### src/rtl/hbfr_pkg.sv
// Shared types and constants for the HVAC bus frame receiver.
package hbfr_pkg;

    localparam logic [7:0] START_MARK = 8'hAA;
    localparam logic [7:0] END_MARK   = 8'h55;
    localparam logic [7:0] CHECK_BASE = 8'hFF;

    localparam logic [7:0] TYPE_STATUS_A = 8'hC0;
    localparam logic [7:0] TYPE_STATUS_B = 8'hC3;
    localparam logic [7:0] TYPE_CMD_A    = 8'hC4;
    localparam logic [7:0] TYPE_CMD_B    = 8'hC6;

    localparam logic [8:0] TEMP_OFFSET = 9'd40;

    localparam int LEN_W = 6;
    localparam logic [LEN_W-1:0] SHORT_FRAME_BYTES = 6'd16;
    localparam logic [LEN_W-1:0] LONG_FRAME_BYTES  = 6'd32;

    // Byte positions captured while a frame is written
    localparam logic [LEN_W-1:0] POS_TYPE   = 6'd1;
    localparam logic [LEN_W-1:0] POS_W_MODE = 6'd6;
    localparam logic [LEN_W-1:0] POS_W_FAN  = 6'd7;
    localparam logic [LEN_W-1:0] POS_S_MODE = 6'd8;
    localparam logic [LEN_W-1:0] POS_S_FAN  = 6'd9;
    localparam logic [LEN_W-1:0] POS_S_SET  = 6'd10;
    localparam logic [LEN_W-1:0] POS_T_IN   = 6'd11;
    localparam logic [LEN_W-1:0] POS_T_COIL = 6'd12;
    localparam logic [LEN_W-1:0] POS_T_OUT  = 6'd14;
    localparam logic [LEN_W-1:0] POS_C_MODE = 6'd16;
    localparam logic [LEN_W-1:0] POS_C_FAN  = 6'd17;
    localparam logic [LEN_W-1:0] POS_C_SET  = 6'd18;
    localparam logic [LEN_W-1:0] POS_FLAGS  = 6'd19;

    typedef enum logic [1:0] {
        KIND_ACCEPT = 2'd0,
        KIND_FAIL   = 2'd1,
        KIND_DROP   = 2'd2
    } kind_t;

    typedef enum logic [1:0] {
        LAYOUT_NONE    = 2'd0,
        LAYOUT_STATUS  = 2'd1,
        LAYOUT_COMMAND = 2'd2,
        LAYOUT_WAKE    = 2'd3
    } layout_t;

    typedef enum logic {
        OP_BYTE = 1'b0,
        OP_TICK = 1'b1
    } op_t;

    typedef enum logic [2:0] {
        ST_IDLE,
        ST_BYTE,
        ST_TICK,
        ST_READ,
        ST_EVAL,
        ST_EMIT
    } state_t;

    typedef struct packed {
        logic             en;
        logic [LEN_W-1:0] idx;
        logic [7:0]       data;
    } cap_wr_t;

    typedef struct packed {
        kind_t            kind;
        logic [LEN_W-1:0] len;
    } emit_req_t;

    typedef struct packed {
        kind_t             result_kind;
        logic [LEN_W-1:0]  frame_length;
        logic [7:0]        frame_type;
        layout_t           layout;
        logic [7:0]        op_mode;
        logic [7:0]        fan_ctrl;
        logic [7:0]        setpoint;
        logic signed [8:0] temp_indoor;
        logic signed [8:0] temp_coil;
        logic signed [8:0] temp_outdoor;
        logic [7:0]        flags_byte;
    } result_t;

endpackage

### src/rtl/hbfr_buffer.sv
// Frame buffer memory: one write port, two registered read ports, byte plus running sum.
module hbfr_buffer #(
    parameter int DEPTH = 32,
    parameter int AW    = 5
) (
    input  logic          clk,
    input  logic          we,
    input  logic [AW-1:0] waddr,
    input  logic [15:0]   wdata,
    input  logic          re,
    input  logic [AW-1:0] raddr_a,
    input  logic [AW-1:0] raddr_b,
    output logic [15:0]   rdata_a,
    output logic [15:0]   rdata_b
);

    logic [15:0] mem [DEPTH];

    always_ff @(posedge clk)
    begin
        if (we)
        begin
            mem[waddr] <= wdata;
        end
    end

    always_ff @(posedge clk)
    begin
        if (re)
        begin
            rdata_a <= mem[raddr_a];
            rdata_b <= mem[raddr_b];
        end
    end

endmodule

### src/rtl/hbfr_decode.sv
// Header byte capture and result field formatting by frame layout.
module hbfr_decode (
    input  logic                clk,
    input  hbfr_pkg::cap_wr_t   cap_wr,
    input  hbfr_pkg::emit_req_t req,
    output hbfr_pkg::result_t   result
);

    logic [7:0] type_reg;
    logic [7:0] w_mode_reg, w_fan_reg;
    logic [7:0] s_mode_reg, s_fan_reg, s_set_reg;
    logic [7:0] t_in_reg, t_coil_reg, t_out_reg;
    logic [7:0] c_mode_reg, c_fan_reg, c_set_reg;
    logic [7:0] flags_reg;

    always_ff @(posedge clk)
    begin
        if (cap_wr.en)
        begin
            case (cap_wr.idx)
                hbfr_pkg::POS_TYPE:   type_reg   <= cap_wr.data;
                hbfr_pkg::POS_W_MODE: w_mode_reg <= cap_wr.data;
                hbfr_pkg::POS_W_FAN:  w_fan_reg  <= cap_wr.data;
                hbfr_pkg::POS_S_MODE: s_mode_reg <= cap_wr.data;
                hbfr_pkg::POS_S_FAN:  s_fan_reg  <= cap_wr.data;
                hbfr_pkg::POS_S_SET:  s_set_reg  <= cap_wr.data;
                hbfr_pkg::POS_T_IN:   t_in_reg   <= cap_wr.data;
                hbfr_pkg::POS_T_COIL: t_coil_reg <= cap_wr.data;
                hbfr_pkg::POS_T_OUT:  t_out_reg  <= cap_wr.data;
                hbfr_pkg::POS_C_MODE: c_mode_reg <= cap_wr.data;
                hbfr_pkg::POS_C_FAN:  c_fan_reg  <= cap_wr.data;
                hbfr_pkg::POS_C_SET:  c_set_reg  <= cap_wr.data;
                hbfr_pkg::POS_FLAGS:  flags_reg  <= cap_wr.data;
                default:
                begin
                end
            endcase
        end
    end

    logic [7:0] frame_type;
    logic       is_accept;
    logic       is_long;
    logic       is_short;

    always_comb
    begin
        frame_type = (req.len >= 6'd2) ? type_reg : 8'h00;
        is_accept  = (req.kind == hbfr_pkg::KIND_ACCEPT);
        is_long    = (req.len == hbfr_pkg::LONG_FRAME_BYTES);
        is_short   = (req.len == hbfr_pkg::SHORT_FRAME_BYTES);

        result               = '0;
        result.result_kind   = req.kind;
        result.frame_length  = req.len;
        result.frame_type    = frame_type;
        result.layout        = hbfr_pkg::LAYOUT_NONE;

        if (is_accept && is_long && (frame_type == hbfr_pkg::TYPE_STATUS_A ||
                                     frame_type == hbfr_pkg::TYPE_STATUS_B))
        begin
            result.layout        = hbfr_pkg::LAYOUT_STATUS;
            result.op_mode       = s_mode_reg;
            result.fan_ctrl      = s_fan_reg;
            result.setpoint      = s_set_reg;
            result.temp_indoor   = $signed({1'b0, t_in_reg} - hbfr_pkg::TEMP_OFFSET);
            result.temp_coil     = $signed({1'b0, t_coil_reg} - hbfr_pkg::TEMP_OFFSET);
            result.temp_outdoor  = $signed({1'b0, t_out_reg} - hbfr_pkg::TEMP_OFFSET);
            result.flags_byte    = flags_reg;
        end
        else if (is_accept && is_long && (frame_type == hbfr_pkg::TYPE_CMD_A ||
                                          frame_type == hbfr_pkg::TYPE_CMD_B))
        begin
            result.layout        = hbfr_pkg::LAYOUT_COMMAND;
            result.op_mode       = c_mode_reg;
            result.fan_ctrl      = c_fan_reg;
            result.setpoint      = c_set_reg;
        end
        else if (is_accept && is_short && frame_type == hbfr_pkg::TYPE_STATUS_B)
        begin
            result.layout        = hbfr_pkg::LAYOUT_WAKE;
            result.op_mode       = w_mode_reg;
            result.fan_ctrl      = w_fan_reg;
            result.setpoint      = s_mode_reg;
        end
    end

endmodule

### src/rtl/hvac_bus_frame_receiver.sv
// Top level of the HVAC bus frame receiver: control sequencer, buffer and result register.
// Each transfer on the input carries a line byte or a millisecond tick. A byte is handled in
// ST_BYTE, then goes on to ST_EMIT when it completes a 32-byte frame or a closed 16-byte
// frame; a tick is handled in ST_TICK, then goes on to ST_EMIT when at the idle timeout it
// drops a partial frame shorter than SMALLEST_SALVAGE_BYTES. When a tick hits the idle
// timeout with a longer partial frame, the salvage walk tests one candidate length at a time
// (ST_READ reads two buffer entries, then ST_EVAL compares), from the fill level down to
// SMALLEST_SALVAGE_BYTES, at most 28 lengths with the default parameters. Any result also
// waits until the output register is free. The buffer keeps a running byte sum beside each
// byte so each length needs only two reads. A finished result waits in the output register
// while the next transfer is taken in.
module hvac_bus_frame_receiver #(
    parameter int BUFFER_BYTES           = 32,
    parameter int SMALLEST_SALVAGE_BYTES = 4
) (
    input  logic        clk,
    input  logic        rst_n,
    input  logic        s_tvalid,
    output logic        s_tready,
    input  logic [7:0]  s_tdata,    // byte_value
    input  logic        s_tuser,    // operation
    output logic        m_tvalid,
    input  logic        m_tready,
    output logic [79:0] m_tdata,    // frame_length, frame_type, layout, op_mode, fan_ctrl,
                                    // setpoint, temp_indoor, temp_coil, temp_outdoor,
                                    // flags_byte, zero pad
    output logic [1:0]  m_tuser,    // result_kind
    input  logic        cfg_we,
    input  logic [15:0] cfg_wdata
);

    localparam int AW = $clog2(BUFFER_BYTES);
    localparam int FW = $clog2(BUFFER_BYTES + 1);
    localparam logic [FW-1:0] FULL_C    = FW'(BUFFER_BYTES);
    localparam logic [FW-1:0] MIN_LEN_C = FW'(SMALLEST_SALVAGE_BYTES);
    localparam logic [FW-1:0] SHORT_C   = FW'(16);
    localparam logic [FW-1:0] LONG_C    = FW'(32);

    hbfr_pkg::state_t    state_reg, state_next;
    logic [7:0]          byte_reg, byte_next;
    logic [FW-1:0]       fill_reg, fill_next;
    logic [7:0]          sum_reg, sum_next;
    logic [7:0]          prev_reg, prev_next;
    logic [15:0]         idle_reg, idle_next;
    logic [15:0]         timeout_reg;
    logic [FW-1:0]       len_reg, len_next;
    hbfr_pkg::emit_req_t req_reg, req_next;

    logic                out_valid_reg, out_valid_next;
    hbfr_pkg::result_t   out_reg;
    logic                out_free;
    logic                out_load;

    logic                mem_we;
    logic [AW-1:0]       mem_waddr;
    logic [15:0]         mem_wdata;
    logic                mem_re;
    logic [AW-1:0]       mem_raddr_a, mem_raddr_b;
    logic [15:0]         mem_rdata_a, mem_rdata_b;

    hbfr_pkg::cap_wr_t   cap_wr;
    hbfr_pkg::result_t   result;

    logic                full;
    logic                start_ok;
    logic [FW-1:0]       eff_fill;
    logic [FW-1:0]       new_fill;
    logic [7:0]          sum_eff;
    logic                close_now;
    logic [7:0]          a_byte, a_cum, b_byte;
    logic                hit;

    hbfr_buffer #(
        .DEPTH (BUFFER_BYTES),
        .AW    (AW)
    ) u_buffer (
        .clk     (clk),
        .we      (mem_we),
        .waddr   (mem_waddr),
        .wdata   (mem_wdata),
        .re      (mem_re),
        .raddr_a (mem_raddr_a),
        .raddr_b (mem_raddr_b),
        .rdata_a (mem_rdata_a),
        .rdata_b (mem_rdata_b)
    );

    hbfr_decode u_decode (
        .clk    (clk),
        .cap_wr (cap_wr),
        .req    (req_reg),
        .result (result)
    );

    assign out_free = !out_valid_reg || m_tready;
    assign s_tready = (state_reg == hbfr_pkg::ST_IDLE);

    // byte path; the check sum covers the trailer but not the check byte
    always_comb
    begin
        full      = (fill_reg >= FULL_C);
        eff_fill  = full ? '0 : fill_reg;
        start_ok  = (eff_fill == '0) ? (byte_reg == hbfr_pkg::START_MARK) : 1'b1;
        new_fill  = eff_fill + FW'(1);
        sum_eff   = (eff_fill == '0) ? 8'h00 : sum_reg;
        close_now = (byte_reg == hbfr_pkg::END_MARK) &&
                    (prev_reg == hbfr_pkg::CHECK_BASE - (sum_eff + byte_reg - prev_reg));
    end

    // salvage compare
    always_comb
    begin
        a_byte = mem_rdata_a[15:8];
        a_cum  = mem_rdata_a[7:0];
        b_byte = mem_rdata_b[15:8];
        hit    = (a_byte == hbfr_pkg::END_MARK) &&
                 (b_byte == hbfr_pkg::CHECK_BASE - (a_cum - b_byte));
    end

    always_comb
    begin
        state_next  = state_reg;
        byte_next   = byte_reg;
        fill_next   = fill_reg;
        sum_next    = sum_reg;
        prev_next   = prev_reg;
        idle_next   = idle_reg;
        len_next    = len_reg;
        req_next    = req_reg;
        out_load    = 1'b0;
        mem_we      = 1'b0;
        mem_waddr   = eff_fill[AW-1:0];
        mem_wdata   = {byte_reg, sum_eff + byte_reg};
        mem_re      = 1'b0;
        mem_raddr_a = AW'(len_reg - FW'(1));
        mem_raddr_b = AW'(len_reg - FW'(2));
        cap_wr.en   = 1'b0;
        cap_wr.idx  = hbfr_pkg::LEN_W'(eff_fill);
        cap_wr.data = byte_reg;

        case (state_reg)
            hbfr_pkg::ST_IDLE:
            begin
                if (s_tvalid)
                begin
                    byte_next  = s_tdata;
                    state_next = (s_tuser == hbfr_pkg::OP_TICK) ? hbfr_pkg::ST_TICK
                                                                : hbfr_pkg::ST_BYTE;
                end
            end

            hbfr_pkg::ST_BYTE:
            begin
                idle_next  = '0;
                state_next = hbfr_pkg::ST_IDLE;
                if (!start_ok)
                begin
                    fill_next = '0;
                end
                else
                begin
                    mem_we    = 1'b1;
                    cap_wr.en = 1'b1;
                    sum_next  = sum_eff + byte_reg;
                    prev_next = byte_reg;
                    fill_next = new_fill;
                    if (new_fill == SHORT_C && close_now)
                    begin
                        req_next.kind = hbfr_pkg::KIND_ACCEPT;
                        req_next.len  = hbfr_pkg::SHORT_FRAME_BYTES;
                        state_next    = hbfr_pkg::ST_EMIT;
                    end
                    else if (new_fill == LONG_C)
                    begin
                        req_next.kind = close_now ? hbfr_pkg::KIND_ACCEPT
                                                  : hbfr_pkg::KIND_FAIL;
                        req_next.len  = hbfr_pkg::LONG_FRAME_BYTES;
                        state_next    = hbfr_pkg::ST_EMIT;
                    end
                end
            end

            hbfr_pkg::ST_TICK:
            begin
                state_next = hbfr_pkg::ST_IDLE;
                if (fill_reg != '0)
                begin
                    if (idle_reg < timeout_reg)
                    begin
                        idle_next = idle_reg + 16'd1;
                    end
                    else if (fill_reg < MIN_LEN_C)
                    begin
                        req_next.kind = hbfr_pkg::KIND_DROP;
                        req_next.len  = hbfr_pkg::LEN_W'(fill_reg);
                        state_next    = hbfr_pkg::ST_EMIT;
                    end
                    else
                    begin
                        len_next   = fill_reg;
                        state_next = hbfr_pkg::ST_READ;
                    end
                end
            end

            hbfr_pkg::ST_READ:
            begin
                mem_re     = 1'b1;
                state_next = hbfr_pkg::ST_EVAL;
            end

            hbfr_pkg::ST_EVAL:
            begin
                if (hit)
                begin
                    req_next.kind = hbfr_pkg::KIND_ACCEPT;
                    req_next.len  = hbfr_pkg::LEN_W'(len_reg);
                    state_next    = hbfr_pkg::ST_EMIT;
                end
                else if ((len_reg - FW'(1)) < MIN_LEN_C)
                begin
                    req_next.kind = hbfr_pkg::KIND_DROP;
                    req_next.len  = hbfr_pkg::LEN_W'(fill_reg);
                    state_next    = hbfr_pkg::ST_EMIT;
                end
                else
                begin
                    len_next   = len_reg - FW'(1);
                    state_next = hbfr_pkg::ST_READ;
                end
            end

            hbfr_pkg::ST_EMIT:
            begin
                if (out_free)
                begin
                    out_load   = 1'b1;
                    fill_next  = '0;
                    idle_next  = '0;
                    state_next = hbfr_pkg::ST_IDLE;
                end
            end

            default:
            begin
                state_next = hbfr_pkg::ST_IDLE;
            end
        endcase

        out_valid_next = out_load || (out_valid_reg && !m_tready);
    end

    always_ff @(posedge clk or negedge rst_n)
    begin
        if (!rst_n)
        begin
            state_reg     <= hbfr_pkg::ST_IDLE;
            fill_reg      <= '0;
            idle_reg      <= '0;
            timeout_reg   <= 16'd20;
            out_valid_reg <= 1'b0;
        end
        else
        begin
            state_reg     <= state_next;
            fill_reg      <= fill_next;
            idle_reg      <= idle_next;
            out_valid_reg <= out_valid_next;
            if (cfg_we)
            begin
                timeout_reg <= cfg_wdata;
            end
        end
    end

    always_ff @(posedge clk)
    begin
        byte_reg <= byte_next;
        sum_reg  <= sum_next;
        prev_reg <= prev_next;
        len_reg  <= len_next;
        req_reg  <= req_next;
        if (out_load)
        begin
            out_reg <= result;
        end
    end

    assign m_tvalid = out_valid_reg;
    assign m_tuser  = out_reg.result_kind;
    assign m_tdata  = {5'd0,
                       out_reg.flags_byte,
                       out_reg.temp_outdoor,
                       out_reg.temp_coil,
                       out_reg.temp_indoor,
                       out_reg.setpoint,
                       out_reg.fan_ctrl,
                       out_reg.op_mode,
                       out_reg.layout,
                       out_reg.frame_type,
                       out_reg.frame_length};

endmodule
### config.mk
export PLATFORM = sky130hd
export DESIGN_NAME = hvac_bus_frame_receiver
export DESIGN_NICKNAME = d
export VERILOG_FILES = /design/src/rtl/hbfr_pkg.sv /design/src/rtl/hbfr_buffer.sv /design/src/rtl/hbfr_decode.sv /design/src/rtl/hvac_bus_frame_receiver.sv
export SDC_FILE = /design/constraint.sdc
export NUM_CORES = 1
export LEC_CHECK = 0
export BUFFER_PORTS_ARGS = -buffer_cell sky130_fd_sc_hd__buf_2
export CORE_ASPECT_RATIO = 0.8
export CORE_MARGIN = 2
export CORE_UTILIZATION = 31
export CTS_BUF_LIST = sky130_fd_sc_hd__clkbuf_8
export DETAILED_ROUTE_END_ITERATION = 7
export PLACE_DENSITY = 0.47
export RECOVER_POWER = 100
export SLEW_MARGIN = 20
export SYNTH_ARGS = -nofsm -noshare
export SYNTH_HDL_FRONTEND = slang
export SYNTH_SLANG_ARGS = --single-unit
### constraint.sdc
create_clock -name clk -period 6 [get_ports clk]
set_input_delay 1.2 -clock clk [delete_from_list [all_inputs] [get_ports clk]]
set_output_delay 1.2 -clock clk [all_outputs]
set_load 0.01 [all_outputs]
* Yosys cells after proc, flatten, opt, wreduce, memory -nomap -nowiden
Memories as Yosys holds them, arrays and structs flattened. A register that Yosys moved wholly into a read port is not among the register bits. Index checks and enable logic that the tools add are counted.
Storage, ports and cells: bits of input ports 30, register bits after elaboration 261, bits in writable memories 512, memories kept 1
Memory list:
- u_buffer.mem | depth 32, width 16, read ports 2, clocked after memory_dff 2, wr ports 1, RTL line hbfr_buffer.sv:17 | logic [15:0] mem [DEPTH];
Cells by class: add/subtract/negate cells 12, eq/ne operators 43, $lt $le $gt $ge 5, mux-type cells 49, reductions and logical operators 43
Operators with widths (count):
- $mux W8 | 10
- $mux W26 | 2
- $mux W16 | 3
- $mux W6 | 8
- $pmux W16 S3 | 1
- $eq A8 B8 Y1 const B | 5
- $eq A6 B4 Y1 const B | 6
- $eq A6 B5 Y1 const B | 6
- $reduce_and A2 Y1 | 17
- $mux W3 | 10
- $sub A8 B6 Y9 const B | 3
- $mux W24 | 1
- $pmux W6 S2 | 2
- $pmux W8 S3 | 1
- $ne A2 B2 Y1 const B | 10
- $pmux W3 S6 | 1
- $add A16 B1 Y16 const B | 1
- $eq A8 B7 Y1 const B | 2
- $eq A8 B8 Y1 | 2
- $lt A16 B16 Y1 | 1
- $sub A8 B8 Y8 | 2
- $sub A8 B8 Y8 const A | 2
- $eq A6 B3 Y1 const B | 2
- $eq A6 B6 Y1 const B | 2
- other kinds (26) | 52

* Logic depth before layout (Yosys ltp)
Gate-level depths: netlist (run 1).
depth after elaboration 14, gate-level depth with buffers 20, gate-level depth less buffers 19

* Modules after synthesis
A second synthesis (run 1) with hierarchy kept.
Second synthesis, totals: cells, all modules 2722, area total of the unflattened synthesis 38060.3 um2
By module, submodules not included:
- hbfr_buffer | area each 25757.2 um2, cells each 1728, seq. area each 16335.7 um2, instances 1
- hvac_bus_frame_receiver | area each 7552.2 um2, cells each 624, seq. area each 4476.8 um2, instances 1
- hbfr_decode | area each 4750.8 um2, cells each 370, seq. area each 3123.0 um2, instances 1

* Worst setup path after synthesis (run 1)
OpenSTA, ideal clock, no wires.
kind input -> register, from in m_tready, to reg idle_reg[4], library setup time 0.078 ns, data required time 5.922 ns, slack -0.219 ns, arrival time 6.140 ns, cell stages on the path 6, cells stage by stage nor2b_1 nor2_1 nor2_1 and2_1 or3_1 a21oi_1
Between the ends: cells in the longest elaborated chain, start to end 3
Ends and longest elaborated chain:
- from (decl) | RTL line hvac_bus_frame_receiver.sv:23 | input logic m_tready,
- $logic_or A1 B1 Y1 | RTL line hvac_bus_frame_receiver.sv:95 | assign out_free = !out_valid_reg || m_tready;
- $ne A2 B2 Y1 (no source line)
- $reduce_and A4 Y1 (no source line)
- to (signal assigned) | RTL line hvac_bus_frame_receiver.sv:267 | idle_reg <= idle_next;
- to (decl) | RTL line hvac_bus_frame_receiver.sv:44 | logic [15:0] idle_reg, idle_next;
No other way between the ends. A chain may end at the register's enable or synchronous reset.

* Final worst setup path (run 1)
from reg byte_reg[7], to mem u_buffer.mem[6][11] (enable)
Between the ends: cells in the longest elaborated chain, start to end 6
Ends and longest elaborated chain:
- from (decl) | RTL line hvac_bus_frame_receiver.sv:40 | logic [7:0] byte_reg, byte_next;
- from (signal assigned) | RTL line hvac_bus_frame_receiver.sv:278 | byte_reg <= byte_next;
- $eq A8 B8 Y1 | RTL line hvac_bus_frame_receiver.sv:103 | start_ok = (eff_fill == '0) ? (byte_reg == hbfr_pkg::START_MARK) : 1'b1;
- $mux W1 | RTL line hvac_bus_frame_receiver.sv:103
- $mux W1 | RTL line hvac_bus_frame_receiver.sv:156 | if (!start_ok)
- $mux W1 | RTL line hvac_bus_frame_receiver.sv:141 | case (state_reg)
- $mux W1 | RTL line hbfr_buffer.sv:21 | if (we)
- $mux W1 (not written as such) | RTL line hbfr_buffer.sv:23 | mem[waddr] <= wdata;
- to (decl) | RTL line hbfr_buffer.sv:17
No other way between the ends.

==> key figures, run 1 <==
Critical path
  – Maximum single-stage delay on the critical path: between 1.5 and 2 ns
  – Startpoint kind of the worst setup timing path: flip-flop
  – Critical-path maximum fanout: 48
  – Flop-to-flop setup slack: 0.49 ns
  – Capturing element type of the critical path: flip-flop
  – Critical path data required time: roughly 6.4 ns
  – Cell family with most CP delay: buffers and inverters
  – Cell Chain, Critical Path: clkbuf_1 > nor4bb_1 > a21oi_1 > nor3_1 > buf_4 > nand2_1 > nor2_2 > clkbuf_2
  – Combined buffer and inverter count along the critical path: 3
  – Worst R2R Path Depth: 8
  – WS Path Type: reg -> reg
  – Reg2reg start: byte_reg[7]
  – Capture point of the worst reg-to-reg path: u_buffer.mem[6][11]
  – Crit path DAT: 5.89 ns
  – Critical path's slowest cell: sky130_fd_sc_hd__clkbuf_1

STA
  – Final clock period utilization by the worst path: 0.9180
  – Final critical delay including setup and external delays: 5.508 ns
  – Final hold violation count: 0
  – Fin Clk Skew: about 0.047 ns
  – Setup repair after global routing missed its margin: false
  – Highest achievable clock rate: about 180 MHz
  – Slew margin rel.: -1.872
  – Final total negative setup slack: 0 ns
  – Count of endpoints failing setup in the final report: 0
  – Worst slew pin tran: 4.307 ns
  – Smallest setup slack after layout: 0.4920 ns
  – Max-slew violation total from the final report: 777

Yosys
  – Commonest register cell after synthesis: sky130_fd_sc_hd__edfxtp_1
  – Flip-flop and latch count after synthesis: between 700 and 800
  – Share of flip-flops with an asynchronous set or reset: 0.05283
  – Area share of the leading cell type in the synthesized netlist: 0.6745
  – Largest cells by area after synthesis: sky130_fd_sc_hd__edfxtp_1 67%, sky130_fd_sc_hd__mux4_2 15%, sky130_fd_sc_hd__dfrtp_1 3.0%
  – Part of the Yosys area used for sequential elements: 0.7059
  – Synthesized area divided by synthesized cell count: 19.05 sq um
  – Dominant cell type by area after synthesis: sky130_fd_sc_hd__edfxtp_1
  – Number of distinct library cells after synthesis: 74
  – Total of warnings raised by yosys: 0
  – Synth Cell Area: ~34000 sq um
  – Count of mapped cells out of synthesis: 1760
  – Number of enable-type register cells in the synthesized netlist: approximately 750

Placed design
  – Placed inst area: about 36000 sq um
  – Placed wire-length estimate after detailed placement: between 50 and 60 mm
  – Final weighted congestion in routability-driven placement: roughly 0.8
  – Pre-CTS setup slack: 0.6248 ns
  – Port bufs: 108

Pwr
  – Leakage Power: between 10 and 15 nW
  – Maximum resistive drop on vdd: around 0.3 mV
  – PwrDens: 342.9 nW/um^2

Floorplanning
  – Core ar.: 106800 sq um
  – Top-level port count: around 110
  – Chip height: 298.1 um
  – Count of standard-cell rows: between 100 and 150
  – Width of the die: 371.7 um
  – Die outline area: about 110000 sq um
  – Starting density of the core: 0.3138

Global route
  – Largest net degree at the start of global routing: 78
  – Number of global-route vias before repair: 18350
  – Global-route wire length before repair: ~130 mm
  – Global Route Usage Sum: 0.1587
  – Initial antenna violation count: 8
  – GRT Residual Overflow: 0

Hold path
  – Min-Delay Path Depth: 0
  – Hold path startpoint: req_reg[2]
  – Worst-case hold path end point: m_tdata[2]
  – Worst hold path type: reg -> reg

Run status
  – Failing checks: capacitance limit, slew limit
  – Outcome: finished, violations left

Clocking
  – Post-cts hold buffer count: 0
  – Clock transition at the register clock pins on the worst setup and hold paths after CTS: roughly 0.05 ns
  – TritonCTS Buffers: between 100 and 150
  – CTS tree: yes
  – Total setup buffers inserted after CTS: 0
  – Resize count post-CTS: 0
  – Worst-skew pair later-pin latency: ~0.78 ns
  – Htree depth: 4
  – Clock root cell: sky130_fd_sc_hd__clkbuf_8
  – Number of sinks driven by the clock tree: around 800
  – Largest buffer count on any clock path: 3

Flow run
  – Max-Cap Viols: 20

Cells and area
  – Commonest non-fill, non-tap cells in the layout: 753 x sky130_fd_sc_hd__edfxtp_1, 230 x sky130_fd_sc_hd__mux4_2, 137 x sky130_fd_sc_hd__clkbuf_8
  – Area of all placed cells without fillers: roughly 38000 sq um
  – Layout cell share with drive strength beyond 1: 0.2542
  – Net count, final: 2058
  – Layout area overhead: 13.82%
  – Most common library cell in the layout ignoring fill and taps: sky130_fd_sc_hd__edfxtp_1
  – Area used by multi-input combinational logic: 9268 sq um
  – Register with the highest flop count: u_buffer.mem
  – Sequential cell area in the final layout: roughly 24000 sq um
  – Number of filler cells placed in the layout: between 10000 and 15000
  – Flip-flop count of the largest register after layout: about 510

Route
  – Drt pass-1 iters: 8
  – Total number of vias: 17640
  – Antenna violation net count after detailed routing: 0
  – Initial detailed-routing violation count: 1669
  – DRT Wirelength: 87.65 mm
  – Vias/cell: 5.058
  – Residual DRC count: 0
  – Drt wl/cell: between 20 and 30 um
cells in the mapped netlist, types with 19 or more instances:
master / count
sky130_fd_sc_hd__edfxtp_1: 753
sky130_fd_sc_hd__mux4_2: 230
sky130_fd_sc_hd__nor2_1: 100
sky130_fd_sc_hd__inv_1: 80
sky130_fd_sc_hd__nand2_1: 52
sky130_fd_sc_hd__clkbuf_1: 46
sky130_fd_sc_hd__ha_1: 46
sky130_fd_sc_hd__o21ai_0: 41
sky130_fd_sc_hd__dfrtp_1: 40
sky130_fd_sc_hd__and2_1: 36
sky130_fd_sc_hd__xnor2_1: 36
sky130_fd_sc_hd__buf_2: 29
sky130_fd_sc_hd__a222oi_1: 24
sky130_fd_sc_hd__mux2_2: 24
sky130_fd_sc_hd__a21oi_1: 21
sky130_fd_sc_hd__xor2_1: 19
kinds of logic after synthesis:
logic type	share of synthesized area
compound gates	0.03520
buf+inv	0.02101
other cells	0.0001119
mux	0.1629
flops	0.7059
fa+ha+maj	0.01930
simple gates	0.04121
xor+xnor	0.01437
worst reg2reg max path: stages (launching register included):
cell	delay, ns
sky130_fd_sc_hd__edfxtp_1	0.31
sky130_fd_sc_hd__clkbuf_1	1.77
sky130_fd_sc_hd__nor4bb_1	0.45
sky130_fd_sc_hd__a21oi_1	0.11
sky130_fd_sc_hd__nor3_1	0.31
sky130_fd_sc_hd__buf_4	0.40
sky130_fd_sc_hd__nand2_1	0.62
sky130_fd_sc_hd__nor2_2	0.62
sky130_fd_sc_hd__clkbuf_2	0.55
how the worst max path moves through the flow:
stage,startpoint,endpoint,slack [ns],cells after the start
detailed placement,fill_reg[5],req_reg[3],0.62,18
finish,byte_reg[7],u_buffer.mem[6][11],0.49,8
global placement,fill_reg[5],req_reg[2],0.77,18
CTS,fill_reg[5],req_reg[7],0.61,18
global route,byte_reg[7],u_buffer.mem[4][12],0.07,7
floorplan,fill_reg[5],req_reg[0],0.22,19
stage by stage:
stage	cells	power, W	utilization	hold slack (ns)
after floorplan	1764	0.008079	-	0.4174
after global placement	3260	0.008803	0.3382	0.4375
after detailed placement	3261	0.008876	0.3386	0.4299
after CTS	3486	0.01328	0.3605	0.4430
after global routing	3487	0.01369	0.3572	0.4555
final	3487	0.01309	0.3572	0.4406
per-layer routing:
metal  global-route usage  wire [um]  share of wire  vias up
li1                     -          -              -     7567
met1               0.2384      41550           0.47     9422
met2               0.2327      39160           0.45      528
met3              0.03169       5414          0.062      119
met4              0.04426       1521          0.017        0
met5                    0          0              0        -
layout make-up:
type	instances	share of cell area
Sequential cell	795	0.6202
Multi-Input combinational cell	799	0.2429
Clock buffer	137	0.04942
Tap cell	1417	0.04647
Timing Repair Buffer	169	0.02115
Clock inverter	88	0.01184
Inverter	81	0.007968
Antenna cell	1	0.00006558
report_power, final:
group          internal (W)  leakage, nW  switching [W]
sequential          0.00681         7.47      0.0000847
combinational      0.000475         3.87        0.00135
clock               0.00220         1.32        0.00217
No activity file was read; power rests on OpenSTA's default activity.
==> run 2: changes to the inputs <==
- REMOVE_ABC_BUFFERS: unset -> 1
- SLEW_MARGIN: 20 -> 10
==> run 2 against run 1 <==
Against the previous run: the run still ends with capacitance limit, slew limit left; count of clock-buffer cells in the layout grew 4; clock power is essentially flat; critical path depth shrank 1; non-clock buffer count grew 2.
==> key figures, run 2 (synthesis gave the netlist of run 1 again) <==
Run status
  – Outcome: finished, violations left
  – Failing checks: capacitance limit, slew limit

Route
  – Drt pass-1 iters: 7
  – Detailed route wirelength on metal3: 6.231 mm
  – Total number of vias: roughly 18000
  – Length of routed wiring on met1: between 40 and 50 mm
  – DRT Wirelength: about 87 mm
  – Initial detailed-routing violation count: roughly 1800
  – Routed wire length on met2: 37.84 mm
  – Top metal layer carrying routed signals: met4
  – Residual DRC count: 0
  – Antenna violation net count after detailed routing: 0
  – Drt wl/cell: 24.79 um
  – Vias/cell: 5.037

Cells and area
  – Area used by multi-input combinational logic: a little over 9000 sq um
  – Flip-flop count of the largest register after layout: 512
  – Register with the highest flop count: u_buffer.mem
  – Layout cell share with drive strength beyond 1: 0.2532
  – Sequential cell area in the final layout: between 20000 and 25000 sq um
  – Layout area overhead: 13.84%
  – Most common library cell in the layout ignoring fill and taps: sky130_fd_sc_hd__edfxtp_1
  – Number of filler cells placed in the layout: around 10000
  – Commonest non-fill, non-tap cells in the layout: 753 x sky130_fd_sc_hd__edfxtp_1, 230 x sky130_fd_sc_hd__mux4_2, 141 x sky130_fd_sc_hd__clkbuf_8
  – Net count, final: 2062

STA
  – Count of endpoints failing setup in the final report: 0
  – Fin Clk Skew: 0.03646 ns
  – Highest achievable clock rate: 183.5 MHz
  – Setup repair after global routing missed its margin: false
  – Final critical delay including setup and external delays: 5.449 ns
  – Smallest setup slack after layout: between 0.5 and 0.6 ns
  – Worst hold slack across all endpoints: approximately 0.45 ns
  – Final hold violation count: 0
  – Final clock period utilization by the worst path: 0.9081
  – Max-slew violation total from the final report: 683
  – Slew margin rel.: -1.191
  – Worst slew pin tran: 3.286 ns

Clocking
  – Resize count post-CTS: 0
  – Post-cts hold buffer count: 0
  – Total setup buffers inserted after CTS: 0
  – CTS tree: yes
  – Number of sinks driven by the clock tree: roughly 800
  – Clock transition at the register clock pins on the worst setup and hold paths after CTS: 0.06 ns
  – TritonCTS Buffers: about 140
  – Htree depth: 4
  – Largest buffer count on any clock path: 3
  – Clock root cell: sky130_fd_sc_hd__clkbuf_8
  – Worst-skew pair later-pin latency: 0.79 ns

Floorplanning
  – Width of the die: between 300 and 400 um
  – Chip height: 298.1 um
  – Count of standard-cell rows: ~110
  – Core ar.: between 100000 and 150000 sq um
  – Die outline area: 110800 sq um
  – Starting density of the core: 0.3138
  – Top-level port count: 114

Global route
  – Initial antenna violation count: 7
  – Global-route wire length before repair: ~130 mm
  – Global Route Usage Sum: 0.1585
  – Number of global-route vias before repair: roughly 18000
  – Largest net degree at the start of global routing: between 90 and 100
  – GRT Residual Overflow: 0

Pwr
  – Share of total power in the clock network: 0.335
  – Maximum resistive drop on vdd: 0.3775 mV
  – Internal power summed over all cells: 0.009449 W
  – Fraction of power spent switching nets: 0.2761
  – PwrDens: roughly 340 nW/um^2
  – Switching pwr: around 0.0036 W
  – Part of the total power dissipated in combinational logic: 0.138
  – Flop pwr share: 0.528
  – Leakage Power: 12.71 nW

Critical path
  – Critical path's slowest cell: sky130_fd_sc_hd__clkbuf_1
  – WS Path Type: reg -> reg
  – Capturing element type of the critical path: flip-flop
  – Critical-path maximum fanout: 48
  – Flop-to-flop setup slack: 0.55 ns
  – Maximum single-stage delay on the critical path: 1.80 ns
  – Worst setup path end: u_buffer.mem[9][5]
  – Startpoint kind of the worst setup timing path: flip-flop
  – Critical path data required time: ~6.4 ns
  – Crit path DAT: approximately 5.9 ns
  – Launching instance or port of the critical path: byte_reg[7]
  – Cell Chain, Critical Path: clkbuf_1 > nor4bb_1 > a21oi_1 > nor3_2 > nand2_1 > nor2_2 > clkbuf_2
  – Worst R2R Path Depth: 7
  – Reg2reg start: byte_reg[7]
  – Capture point of the worst reg-to-reg path: u_buffer.mem[9][5]

Flow run
  – Max-Cap Viols: 17

Hold path
  – Worst hold path type: reg -> reg

Placed design
  – Placed wire-length estimate after detailed placement: 52.77 mm
  – Final weighted congestion in routability-driven placement: 0.7523
  – Pre-CTS setup slack: between 0.6 and 0.7 ns
  – Port bufs: between 100 and 150
-- run 2: cell types whose count changed in the layout (fill, tap and decap cells not counted), sizes merged --
cell      before  now
clkbuf       268  265
clkinv        37   49
buf           38   47
inv          122  124
bufinv         2    0
diode          1    2
clkinvlp       8    6
-- run 2: routing by layer --
metal	global-route usage	up-vias
met3	0.04565	128
met4	0.05108	0
met1	0.2325	9346
li1	-	7598
met2	0.2251	577
met5	0	-
-- run 2: power groups by stage --
stage / sequential (W) / clock (W) / combinational, W
after floorplan: 0.00698 / 0 / 0.00111
after global placement: 0.00696 / 0 / 0.00181
after detailed placement: 0.00697 / 0 / 0.00188
after CTS: 0.00685 / 0.00452 / 0.00188
after global routing: 0.00690 / 0.00478 / 0.00201
final: 0.00689 / 0.00437 / 0.00180
-- run 2: metrics by stage --
| step | setup TNS, ns | total power, W | util | cells | instance area (sq um) |
|---|---|---|---|---|---|
| floorplan | -197.23 | 0.008091 | - | 1675 | 33140 |
| global placement | 0 | 0.008771 | 0.3382 | 3263 | 36130 |
| detailed placement | 0 | 0.008845 | 0.3382 | 3263 | 36130 |
| CTS | 0 | 0.01325 | 0.3603 | 3502 | 38500 |
| global route | 0 | 0.01370 | 0.3572 | 3503 | 38160 |
| finish | 0 | 0.01305 | 0.3572 | 3504 | 38160 |
-- run 2: final cells by class --
class                   count  share of cell area
clock buffers             141             0.05085
well taps                1417             0.04646
flip-flops and latches    795              0.6201
multi-input cells         799              0.2424
inverters                  81            0.007967
clock inverters            98             0.01111
diodes                      2           0.0001311
repair buffers            171             0.02092
-- run 2: worst min-delay path by stage --
stage	endpoint	start	cells past startpoint
floorplan	m_tdata[1]	req_reg[1]	0
global placement	m_tdata[2]	req_reg[2]	0
detailed placement	m_tdata[2]	req_reg[2]	0
CTS	m_tuser[0]	req_reg[6]	0
global route	m_tuser[0]	req_reg[6]	0
finish	m_tdata[2]	req_reg[2]	0
-- run 2: critical path: cells and delay by family (launching register included) --
| family | cells | cell delay [ns] |
|---|---|---|
| simple gates | 4 | 2.34 |
| flops | 1 | 0.32 |
| buf+inv | 2 | 2.24 |
| compound gates | 1 | 0.13 |
==> run 3: changes to the inputs <==
- CORE_UTILIZATION: 31 -> 58
- PLACE_DENSITY: 0.47 -> 0.78
- SKIP_LAST_GASP: unset -> 1
==> run 3 against run 2 <==
Against the previous run: the flow still finishes with violations (capacitance limit, slew limit); hold slack got worse by 0.012 ns; critical path depth unchanged; sequential share of layout area increased by 1.7 points; worst setup slack improved by 0.0093 ns; final cell count decreased by 20%; first-iteration DRC count increased by 23%; cell area decreased by 2.7%; sequential power about the same; core utilization increased by 30 points; combinational power decreased by 6%; clock skew increased by 0.0080 ns; register-to-register slack about the same; highest routed layer unchanged.
==> key figures, run 3 (synthesis gave the netlist of run 1 again) <==
Critical path
  – Critical path's slowest cell: sky130_fd_sc_hd__ha_1
  – Critical-path maximum fanout: 50
  – Critical path data required time: approximately 6.5 ns
  – Startpoint kind of the worst setup timing path: flip-flop
  – WS Path Type: reg -> reg
  – Maximum single-stage delay on the critical path: around 1.7 ns
  – Cell Chain, Critical Path: buf_4 > inv_1 > ha_1 > clkbuf_4 > mux4_2 > mux4_2 > mux2_2
  – Launching instance or port of the critical path: len_reg[0]
  – Reg2reg start: len_reg[0]
  – Most prevalent standard cell on the critical path: sky130_fd_sc_hd__mux4_2
  – Capturing element type of the critical path: flip-flop
  – Crit path DAT: about 5.9 ns

STA
  – Highest achievable clock rate: ~180 MHz
  – Smallest setup slack after layout: between 0.5 and 0.6 ns
  – Count of endpoints failing setup in the final report: 0
  – Fin Clk Skew: 0.04449 ns
  – Slew margin rel.: -1.772
  – Final total negative setup slack: 0 ns
  – Max-slew violation total from the final report: around 570
  – Worst slew pin tran: 4.158 ns
  – Final hold violation count: 0
  – Final critical delay including setup and external delays: between 5 and 6 ns
  – Final clock period utilization by the worst path: 0.9066
  – Worst hold slack across all endpoints: between 0.4 and 0.5 ns
  – Setup repair after global routing missed its margin: false

Floorplanning
  – Starting density of the core: 0.5892
  – Top-level port count: 114
  – Core ar.: approximately 57000 sq um
  – Count of standard-cell rows: 78
  – Die outline area: 59750 sq um
  – Width of the die: approximately 270 um
  – Chip height: 219.0 um

Pwr
  – Leakage Power: 12.59 nW
  – PwrDens: 342.6 nW/um^2
  – Maximum resistive drop on vdd: 0.3365 mV
  – Total Power Consumption: about 0.013 W

Hold path
  – Worst hold path type: reg -> reg
  – Hold path startpoint: req_reg[2]

Cells and area
  – Layout area overhead: 10.73%
  – Layout cell share with drive strength beyond 1: 0.2424
  – Register with the highest flop count: u_buffer.mem
  – Commonest non-fill, non-tap cells in the layout: 753 x sky130_fd_sc_hd__edfxtp_1, 230 x sky130_fd_sc_hd__mux4_2, 122 x sky130_fd_sc_hd__clkbuf_8
  – Net count, final: a little over 2000
  – Flip-flop count of the largest register after layout: approximately 510
  – Most common library cell in the layout ignoring fill and taps: sky130_fd_sc_hd__edfxtp_1

Run status
  – Failing checks: capacitance limit, slew limit
  – Outcome: finished, violations left

Global route
  – GRT Residual Overflow: 0
  – Number of global-route vias before repair: approximately 18000
  – Initial antenna violation count: 4
  – Largest net degree at the start of global routing: approximately 110
  – Global-route wire length before repair: 111.5 mm
  – Global Route Usage Sum: 0.2575

Clocking
  – Worst-skew pair later-pin latency: roughly 0.73 ns
  – Largest buffer count on any clock path: 3
  – Htree depth: 3
  – Total setup buffers inserted after CTS: 0
  – Resize count post-CTS: 0
  – TritonCTS Buffers: approximately 110
  – Post-cts hold buffer count: 0
  – CTS tree: yes
  – Number of sinks driven by the clock tree: a little under 800
  – Clock transition at the register clock pins on the worst setup and hold paths after CTS: approximately 0.070 ns
  – Clock root cell: sky130_fd_sc_hd__clkbuf_8

Route
  – Drt pass-1 iters: 6
  – Vias/cell: between 6 and 7
  – Total number of vias: between 15000 and 20000
  – DRT Wirelength: ~75 mm
  – Drt wl/cell: ~27 um
  – Residual DRC count: 0
  – Initial detailed-routing violation count: ~2200
  – Antenna violation net count after detailed routing: 0

Placed design
  – Final weighted congestion in routability-driven placement: just under 0.9
  – Port bufs: about 110
  – Placed wire-length estimate after detailed placement: ~44 mm
  – Pre-CTS setup slack: between 0.7 and 0.8 ns

Flow run
  – Max-Cap Viols: 17
## run 3: changes by cell type in the layout (fill, tap and decap cells not counted), moves of 2 or more
cell                         change
sky130_fd_sc_hd__clkbuf_8       -19
sky130_fd_sc_hd__nor2_1         +15
sky130_fd_sc_hd__nor2_2         -15
sky130_fd_sc_hd__clkinv_1       -14
sky130_fd_sc_hd__clkinv_2       +13
sky130_fd_sc_hd__inv_1          -13
sky130_fd_sc_hd__clkbuf_2        -7
sky130_fd_sc_hd__and2_0          -6
sky130_fd_sc_hd__and2_1          +6
sky130_fd_sc_hd__bufinv_16       +6
sky130_fd_sc_hd__clkbuf_1        +6
sky130_fd_sc_hd__clkinvlp_4      -6
sky130_fd_sc_hd__inv_12          +2
## run 3: critical path: cells and delay by family (launching register included)
kind	cells	cell delay, ns
adders and majority gates	1	1.65
buffers and inverters	3	1.68
muxes	3	1.48
DFF	1	0.32
## run 3: worst paths after layout
kind                            slack, ns  depth (start not counted)                   to
max in group asynchronous            3.46                          1             m_tvalid
min in group asynchronous            1.20                          1         state_reg[2]
worst min-delay path                 0.44                          0           m_tdata[2]
worst max-delay path                 0.56                          7  u_buffer.rdata_a[8]
worst max register to register       0.56                          7  u_buffer.rdata_a[8]
worst min register to register       0.44                          0           m_tdata[2]
## run 3: final cells by class
type | instances | area, sq um
timing repair buffer | 169 | 778.2
sequential | 795 | 23670
multi-input combinational | 799 | 9203
antenna | 2 | 5.005
tap | 760 | 950.9
inverter | 81 | 304.0
clock inverter | 84 | 535.5
fill | 3724 | 19780
clock buffer | 122 | 1679
## run 3: through the flow
step	area (sq um)	instances	utilization
2_1_floorplan	33140	1675	-
3_3_place_gp	35240	2604	0.6194
3_5_place_dp	35240	2604	0.6194
4_1_cts	37460	2810	0.6584
5_1_grt	37120	2812	0.6524
6_report	37120	2812	0.6524
## run 3: layer usage
layer / track usage / wire (um) / vias to the layer above
met4: 0.07473 / 1930 / 0
met2: 0.3954 / 35280 / 1034
li1: - / - / 7531
met1: 0.3699 / 29930 / 9320
met5: 0.002467 / 0 / -
met3: 0.06686 / 8186 / 144
## run 3: report_power, final
group	switching, W	internal (W)
Clock	0.00201	0.00214
Sequential	0.0000840	0.00678
Combinational	0.00122	0.000481
Total	0.00331	0.00940
